### config.mk
export PLATFORM = sky130hd
export DESIGN_NAME = bsd_out_fifo
export DESIGN_NICKNAME = d
export VERILOG_FILES = /design/src/design/bsd_pkg.sv /design/src/design/bsd_out_fifo.sv
export SDC_FILE = /design/constraint.sdc
export NUM_CORES = 1
export LEC_CHECK = 0
export ABC_AREA = 1
export BUFFER_PORTS_ARGS = -buffer_cell sky130_fd_sc_hd__buf_2
export CORE_MARGIN = 2
export CORE_UTILIZATION = 40
export DETAILED_ROUTE_END_ITERATION = 16
export GPL_TIMING_DRIVEN = 0
export SYNTH_ARGS = -nofsm -noshare
export SYNTH_HDL_FRONTEND = slang
export SYNTH_SLANG_ARGS = --single-unit
### constraint.sdc
create_clock -name clk_i -period 2.7 [get_ports clk_i]
set_input_delay 0 -clock clk_i [delete_from_list [all_inputs] [get_ports clk_i]]
set_output_delay 0 -clock clk_i [all_outputs]
set_load 0.05 [all_outputs]
### src/design/bsd_pkg.sv
// ----------------------------------------------------------------------------
// Blank scanline doubler package
// Beat types, register indexes, codes and reset values shared by the block.
// ----------------------------------------------------------------------------
package bsd_pkg;

  // Opcode carried by an input beat.
  typedef enum logic {
    OP_PIXEL = 1'b0,
    OP_DRAIN = 1'b1
  } op_e;

  // Line mode register values.
  typedef enum logic {
    MODE_PLAIN    = 1'b0,
    MODE_ADAPTIVE = 1'b1
  } line_mode_e;

  // Configuration register indexes.
  typedef enum logic [2:0] {
    CFG_LINE_MODE    = 3'd0,
    CFG_ROW_WIDTH    = 3'd1,
    CFG_FRAME_HEIGHT = 3'd2,
    CFG_BLANK_CUTOFF = 3'd3,
    CFG_MIN_RUN      = 3'd4
  } cfg_idx_e;

  localparam int unsigned CfgIdxW  = 3;
  localparam int unsigned CfgDataW = 16;

  localparam logic        LineModeReset  = 1'b1;
  localparam logic [10:0] RowWidthReset  = 11'd640;
  localparam logic [15:0] HeightReset    = 16'd400;
  localparam logic [10:0] CutoffReset    = 11'd0;
  localparam logic [10:0] MinRunReset    = 11'd30;

  // Depth of the result queue in front of the output port.
  localparam int unsigned FifoDepth = 4;
  localparam int unsigned FifoPtrW  = 2;
  localparam int unsigned FifoCntW  = 3;

  typedef struct packed {
    logic        operation;
    logic [31:0] pixel_bgra;
  } in_beat_t;

  typedef struct packed {
    logic [31:0] pixel_out;
    logic        end_of_row;
    logic        end_of_frame;
  } out_beat_t;

  // Control carried alongside a result through the read pipeline.
  typedef struct packed {
    logic       valid;
    logic       eor;
    logic       eof;
    logic       keep;   // first or last row of the frame: pass through
    logic       rrow;   // row is marked for replacement
    logic       rall;   // replace the whole row
    logic [1:0] oslot;  // store slot of the row being output
  } pipe_ctrl_t;

endpackage

### src/design/bsd_out_fifo.sv
// ----------------------------------------------------------------------------
// Output queue
// Small result queue that decouples the read pipeline from output stall.
// ----------------------------------------------------------------------------
module bsd_out_fifo (
  input  logic                            clk_i,
  input  logic                            rst_ni,
  input  logic                            push_i,
  input  bsd_pkg::out_beat_t              push_data_i,
  output logic                            out_valid_o,
  input  logic                            out_stall_i,
  output bsd_pkg::out_beat_t              out_data_o,
  output logic [bsd_pkg::FifoCntW-1:0]    level_o
);

  bsd_pkg::out_beat_t                buf_q [bsd_pkg::FifoDepth];
  logic [bsd_pkg::FifoPtrW-1:0]      wr_ptr_q, rd_ptr_q;
  logic [bsd_pkg::FifoCntW-1:0]      cnt_q;
  logic                              pop;

  assign out_valid_o = (cnt_q != '0);
  assign pop         = out_valid_o && !out_stall_i;
  assign out_data_o  = buf_q[rd_ptr_q];
  assign level_o     = cnt_q;

  always_ff @(posedge clk_i or negedge rst_ni) begin
    if (!rst_ni) begin
      wr_ptr_q <= '0;
      rd_ptr_q <= '0;
      cnt_q    <= '0;
    end else begin
      if (push_i) begin
        wr_ptr_q <= wr_ptr_q + 1'b1;
      end
      if (pop) begin
        rd_ptr_q <= rd_ptr_q + 1'b1;
      end
      case ({push_i, pop})
        2'b10:   cnt_q <= cnt_q + 1'b1;
        2'b01:   cnt_q <= cnt_q - 1'b1;
        default: cnt_q <= cnt_q;
      endcase
    end
  end

  always_ff @(posedge clk_i) begin
    if (push_i) begin
      buf_q[wr_ptr_q] <= push_data_i;
    end
  end

endmodule

==> results of run 1 <==
synthesized netlist by cell type, drive strengths merged:
cell type  count
buf           23
dfrtp          7
edfxtp       136
fa             1
ha             5
inv           85
nand2        118
nand3          4
nand4          1
nor2           1
o211ai        68
o21ai          2
xnor2          1
xor2           1
how the worst max path moves through the flow:
stage,start,to,cells past startpoint
after floorplan,level_o[1],level_o[2],11
after global placement,wr_ptr_q[0],buf_q[2][17],4
after detailed placement,level_o[0],level_o[2],11
after CTS,rd_ptr_q[1],out_data_o[23],6
after global routing,rd_ptr_q[1],out_data_o[11],6
final,rd_ptr_q[1],out_data_o[26],6
layout by cell type (no fill, tap or decap), drive strengths merged, types with 2 or more instances in the layout:
master,netlist,final
buf,23,98
bufinv,0,5
clkbuf,0,17
clkinv,0,5
clkinvlp,0,5
dfrtp,7,7
dlygate4sd3,0,38
edfxtp,136,136
ha,5,5
inv,85,85
nand2,118,118
nand3,4,4
o211ai,68,68
o21ai,2,2
logic make-up after synthesis:
family	count (synthesis)	share of synthesized area
adders and majority gates	6	0.0140
xor gates and xnor gates	2	0.00298
DFF	143	0.724
buffers and inverters	108	0.0900
and+or+nand+nor	124	0.0804
AOI/OAI and AO/OA	70	0.0885
metal layers:
layer | part of all wire | vias up | wire length (µm)
li1 | - | 1825 | -
met1 | 0.43 | 1707 | 5310
met2 | 0.50 | 102 | 6210
met3 | 0.055 | 15 | 679
met4 | 0.013 | 0 | 158
met5 | 0 | - | 0
what timing repair did:
action	4_1_cts	5_1_grt
hold buffers	38	0
resized for setup	0	0
endpoints found under the hold margin	147	0
power groups by stage:
stage	clock (mW)	sequential, mW	combinational, mW
global placement	0	3.08	4.06
CTS	2.55	3.04	4.18
detailed placement	0	3.08	4.12
global route	2.68	3.07	4.45
floorplan	0	3.13	2.97
finish	2.53	3.03	4.10
final cells by class:
class	count	area, µm²
Buffer	23	210
Clock buffer	17	425
Clock inverter	15	219
Fill cell	1253	6900
Inverter	85	319
Multi-Input combinational cell	202	1090
Sequential cell	143	4260
Tap cell	184	230
Timing Repair Buffer	113	771
registers in the layout (all words and copies together), names as in the netlist:
name,cells
level_o,3
wr_ptr_q,2
rd_ptr_q,2
buf_q,136
==> flow_summary.toml, run 1 <==
[critical_path]
regToRegSetupSlack_ps = 930
reg2regPathDepth = 11
crit_chain = "buf_2, inv_2, buf_4, o211ai_1, nand2_1, buf_2"
arrival_ps = 1850
critPathRequiredTime_ps = 2700
startpoint_type = "register"
path_class = "register to output pin"
crit_buf_inv = 4
critPathMaxStageDelay_ps = 360
crit_family = "buffers and inverters"
end_kind = "output pin"
timing.rr.start = "level_o[0]"
worst-path-max-fanout = 10
crit_top_cell = "buf_2"
rr_endpoint = "level_o[2]"
cp_slowest_cell = "dfrtp_1"

[pwr]
clockPowerShare = 0.262
p_sw_mw = 4.07
p_comb_frac = 0.425
pwr-share-seq = 0.314
power_mw = 9.67
power_leakage_nw = 3.14
ir_worst_vdd_uv = 921
p_per_area_mw_per_mm2 = 1280
switching_share = 0.421
p_int_mw = 5.60

[detailed_routing]
avgViaCountPerCell = 4.67
vias = 3649
dr.pass1.iters = 5
postRouteAntennaNets = 0
routed_wirelength_um = 12400
route.detailed.drc = 0
wl_per_cell_um = 15.8
drt_iter0_drc = 280

[sta]
slew_violations = 0
tightest_slew_ps = 922
layout_min_cycle_time_ps = 1850
worst_hold_slack_ps = 321
setup_tns_ps = 0
setup_slack_ps = 847
maxSlewHeadroom = 0.384
rsz0062_at_grt = "no"
period_share = 0.686
max_freq_ghz = 0.540
finalHoldViolCount = 0
setup-violations-final = 0
skew_ps = 10.5

[final_layout]
antenna_cells_inserted = 0
area_growth_pct = 28.0
fin_nets = 629
final_cells = 782
final_layout_size_suffix_gt1_frac = 0.226
postLayoutCellArea_mm2 = 0.00753
final_util = 0.522

[logic_synthesis]
netlist_instances = 453
synth_area_per_cell_um2 = 13.0
synth.area.top_cells = "edfxtp_1 69%, o211ai_1 8.7%, nand2_1 7.5%, inv_1 5.3%, dfrtp_1 3.0%"
synth_seq_cells = 143
synth_area_leader_cell = "edfxtp_1"
yosysWarnings = 0
seq_area_frac_synth = 0.724
syn_nets = 497
synthDominantCellAreaShare = 0.694
synth.distinct_cells = 17
synth_area_mm2 = 0.00588

[worst_hold_path]
worstHoldEndpoint = "buf_q[2][28]"
hold_path_depth = 2
min_path_type = "input pin to register"
min_from = "push_data_i[28]"

[die]
rows = 44
core_area_mm2 = 0.0144
initial_core_util = 0.408
boundaryPins = 76
dieArea_mm2 = 0.0157
die_w_um = 125
fp.dieH_um = 125

[place]
gp_congestion = 0.718
numPlacedInstances = 712
dpl.hpwl_um = 7300
io_buffers = 74
dp_slack_ps = 909
postPlaceCellArea_mm2 = 0.00650

[clock_network]
clock-root-buffer = "clkbuf_16"
cts.sinks = 143
clock_latency_ps = 430
cts_setup_buffers = 0
clockBufferDepth = 2
cts_tree = "built"
cts.reportedPaths.clkPinSlew_ps = 60
cts_htree_levels = 4
numCtsBuffers = 17

[grt]
use_met3 = 0.0513
grt_pass1_wl_um = 19500
use_met1 = 0.201
busiest_layer = "met2"
globalRouteMet2Util = 0.282
grt_max_degree = 35
antenna_found_initial = 0
grtUsageTotal = 0.166
grt-ovfl-total = 0
grt_pass1_vias = 3801

[job]
max_cap_violations = 0

[status]
status = "finished, final reports clean"
Note: power is estimated with default switching activity, not from simulation.
==> inputs of run 2 (changes only) <==
==> constraint.sdc (replaced) <==
create_clock -name clk_i -period 1.6 [get_ports clk_i]
set_input_delay 0 -clock clk_i [delete_from_list [all_inputs] [get_ports clk_i]]
set_output_delay 0 -clock clk_i [all_outputs]
set_load 0.05 [all_outputs]
==> run 2 against run 1 <==
- combinational power up 130%
- critical endpoint is now out_data_o[31]
- clock power increased by 58%
- utilization up 5.5 points
- register-to-register slack got worse by 930 ps
- global-route usage grew 1.2 points
- the run now ends with setup timing left
- final area up 10%
- via count grew 7.6%
- clock-buffer cell count rose by 2
==> flow_summary.toml, run 2 (synthesis results as in run 1) <==
[final_layout]
fill_cells = 1157
antenna_cells_inserted = 0
regMostFlops = "buf_q"
fin_nets = 662
final_util = 0.577
final_layout_size_suffix_gt1_frac = 0.311
area_growth_pct = 41.4
postLayoutCellArea_mm2 = 0.00832
largest_reg_flops = 136
ff_latch_area_mm2 = 0.00426
multiInputGateArea_mm2 = 0.00118
final_cell_mix = "136 x edfxtp_1, 100 x nand2_1, 73 x inv_1"
final_common_cell = "edfxtp_1"

[critical_path]
critPathRequiredTime_ps = 1600
path_class = "register to output pin"
worst-path-max-fanout = 10
cp_slowest_cell = "dfrtp_1"
end_kind = "output pin"
startpoint_type = "register"
crit_family = "buffers and inverters"
arrival_ps = 1680
crit_buf_inv = 4
critPathMaxStageDelay_ps = 420
crit_chain = "inv_4, buf_12, buf_8, nand2_1, o211ai_1, nand2_1, buf_6"
crit_top_cell = "nand2_1"

[sta]
finalHoldViolCount = 0
layout_min_cycle_time_ps = 1680
slew_violations = 0
worst_hold_slack_ps = 334
period_share = 1.05
maxSlewHeadroom = 0.756
rsz0062_at_grt = "yes"
skew_ps = 8.39
tightest_slew_ps = 364
setup-violations-final = 35
setup_tns_ps = -1970
max_freq_ghz = 0.594
setup_slack_ps = -84.8

[place]
gp_congestion = 0.709
dpl.hpwl_um = 7310
postPlaceCellArea_mm2 = 0.00653
io_buffers = 74

[pwr]
power_leakage_nw = 3.41
p_per_area_mw_per_mm2 = 2220
ir_worst_vdd_uv = 1200

[clock_network]
cts.sinks = 143
numCtsBuffers = 17
clockBufferDepth = 2
clock-root-buffer = "clkbuf_16"
cts_htree_levels = 4
clock_latency_ps = 420
cts.reportedPaths.clkPinSlew_ps = 60
cts_tree = "built"

[die]
rows = 44
boundaryPins = 76
fp.dieH_um = 125
die_w_um = 125
dieArea_mm2 = 0.0157
initial_core_util = 0.408
core_area_mm2 = 0.0144

[status]
violations = "setup timing"
status = "finished, violations left"

[detailed_routing]
dr.pass1.iters = 6
drt_iter0_drc = 224
vias = 3926
avgViaCountPerCell = 4.82
wl_per_cell_um = 16.7
postRouteAntennaNets = 0
routed_wirelength_um = 13600
route.detailed.drc = 0

[grt]
grt_pass1_wl_um = 20800
grt-ovfl-total = 0
antenna_found_initial = 0
grtUsageTotal = 0.178
grt_pass1_vias = 3937
grt_max_degree = 18

[worst_hold_path]
min_path_type = "input pin to register"

[job]
max_cap_violations = 0
[run 2: cell types whose count changed in the layout (fill, tap and decap cells not counted), sizes merged]
cell      delta
buf         +26
clkinvlp     +6
clkbuf       +5
inv          -4
bufinv       -1
clkinv       +1
[run 2: worst paths after layout]
| kind | cells past startpoint | endpoint | start | slack [ps] |
|---|---|---|---|---|
| max | 7 | out_data_o[31] | rd_ptr_q[0] | -80 |
| min | 2 | buf_q[1][28] | push_data_i[28] | 330 |
| max reg2reg | 11 | level_o[2] | level_o[0] | 0 |
| min reg2reg | 1 | wr_ptr_q[0] | wr_ptr_q[0] | 530 |
| max in group asynchronous | 3 | level_o[0] | rst_ni | 760 |
| min in group asynchronous | 3 | wr_ptr_q[1] | rst_ni | 550 |
[run 2: area by class of cell]
cell class / count / area share
well taps: 184 / 0.0277
clock inverters: 13 / 0.0205
inverters: 85 / 0.0417
repair inverters: 4 / 0.00361
clock buffers: 19 / 0.0521
repair buffers: 142 / 0.164
flip-flops and latches: 143 / 0.513
multi-input cells: 202 / 0.141
plain buffers: 23 / 0.0364
[run 2: repair_timing]
action | in CTS | in global routing
endpoints found under the setup margin | 172 | 48
resized for setup | 115 | 9
hold buffers | 38 | 0
endpoints found under the hold margin | 147 | 0
cloned | 7 | 3
buffers inserted | 19 | 5
pin swaps | 17 | 12
[run 2: where the power goes]
group	switching [mW]	internal, mW	leakage (nW)	total [mW]
Combinational	5.78	3.58	1.80	9.36
Sequential	0.206	4.92	1.33	5.12
Clock	1.41	2.58	0.288	3.99
Total	7.39	11.1	3.41	18.5
[run 2: worst register-to-register path, delay by kind of cell, from the launching register on]
family	cells	cell delay (ps)
adders and majority gates	2	510
buffers and inverters	3	150
DFF	1	380
and+or+nand+nor	6	450
[run 2: through the flow]
stage | instances | power, mW | setup slack, ps
2_1_floorplan | 453 | 10.4 | -225
3_3_place_gp | 711 | 12.1 | -473
3_5_place_dp | 711 | 12.2 | -513
4_1_cts | 807 | 18.3 | -126
5_1_grt | 815 | 19.3 | -188
6_report | 815 | 18.5 | -84.8
[run 2: layer usage]
layer  track usage  vias to the layer above  wire length, µm
li1              -                     1892                -
met1         0.216                     1909             5800
met2         0.309                      108             6950
met3        0.0479                       17              628
met4        0.0601                        0              198
met5             0                        -                0
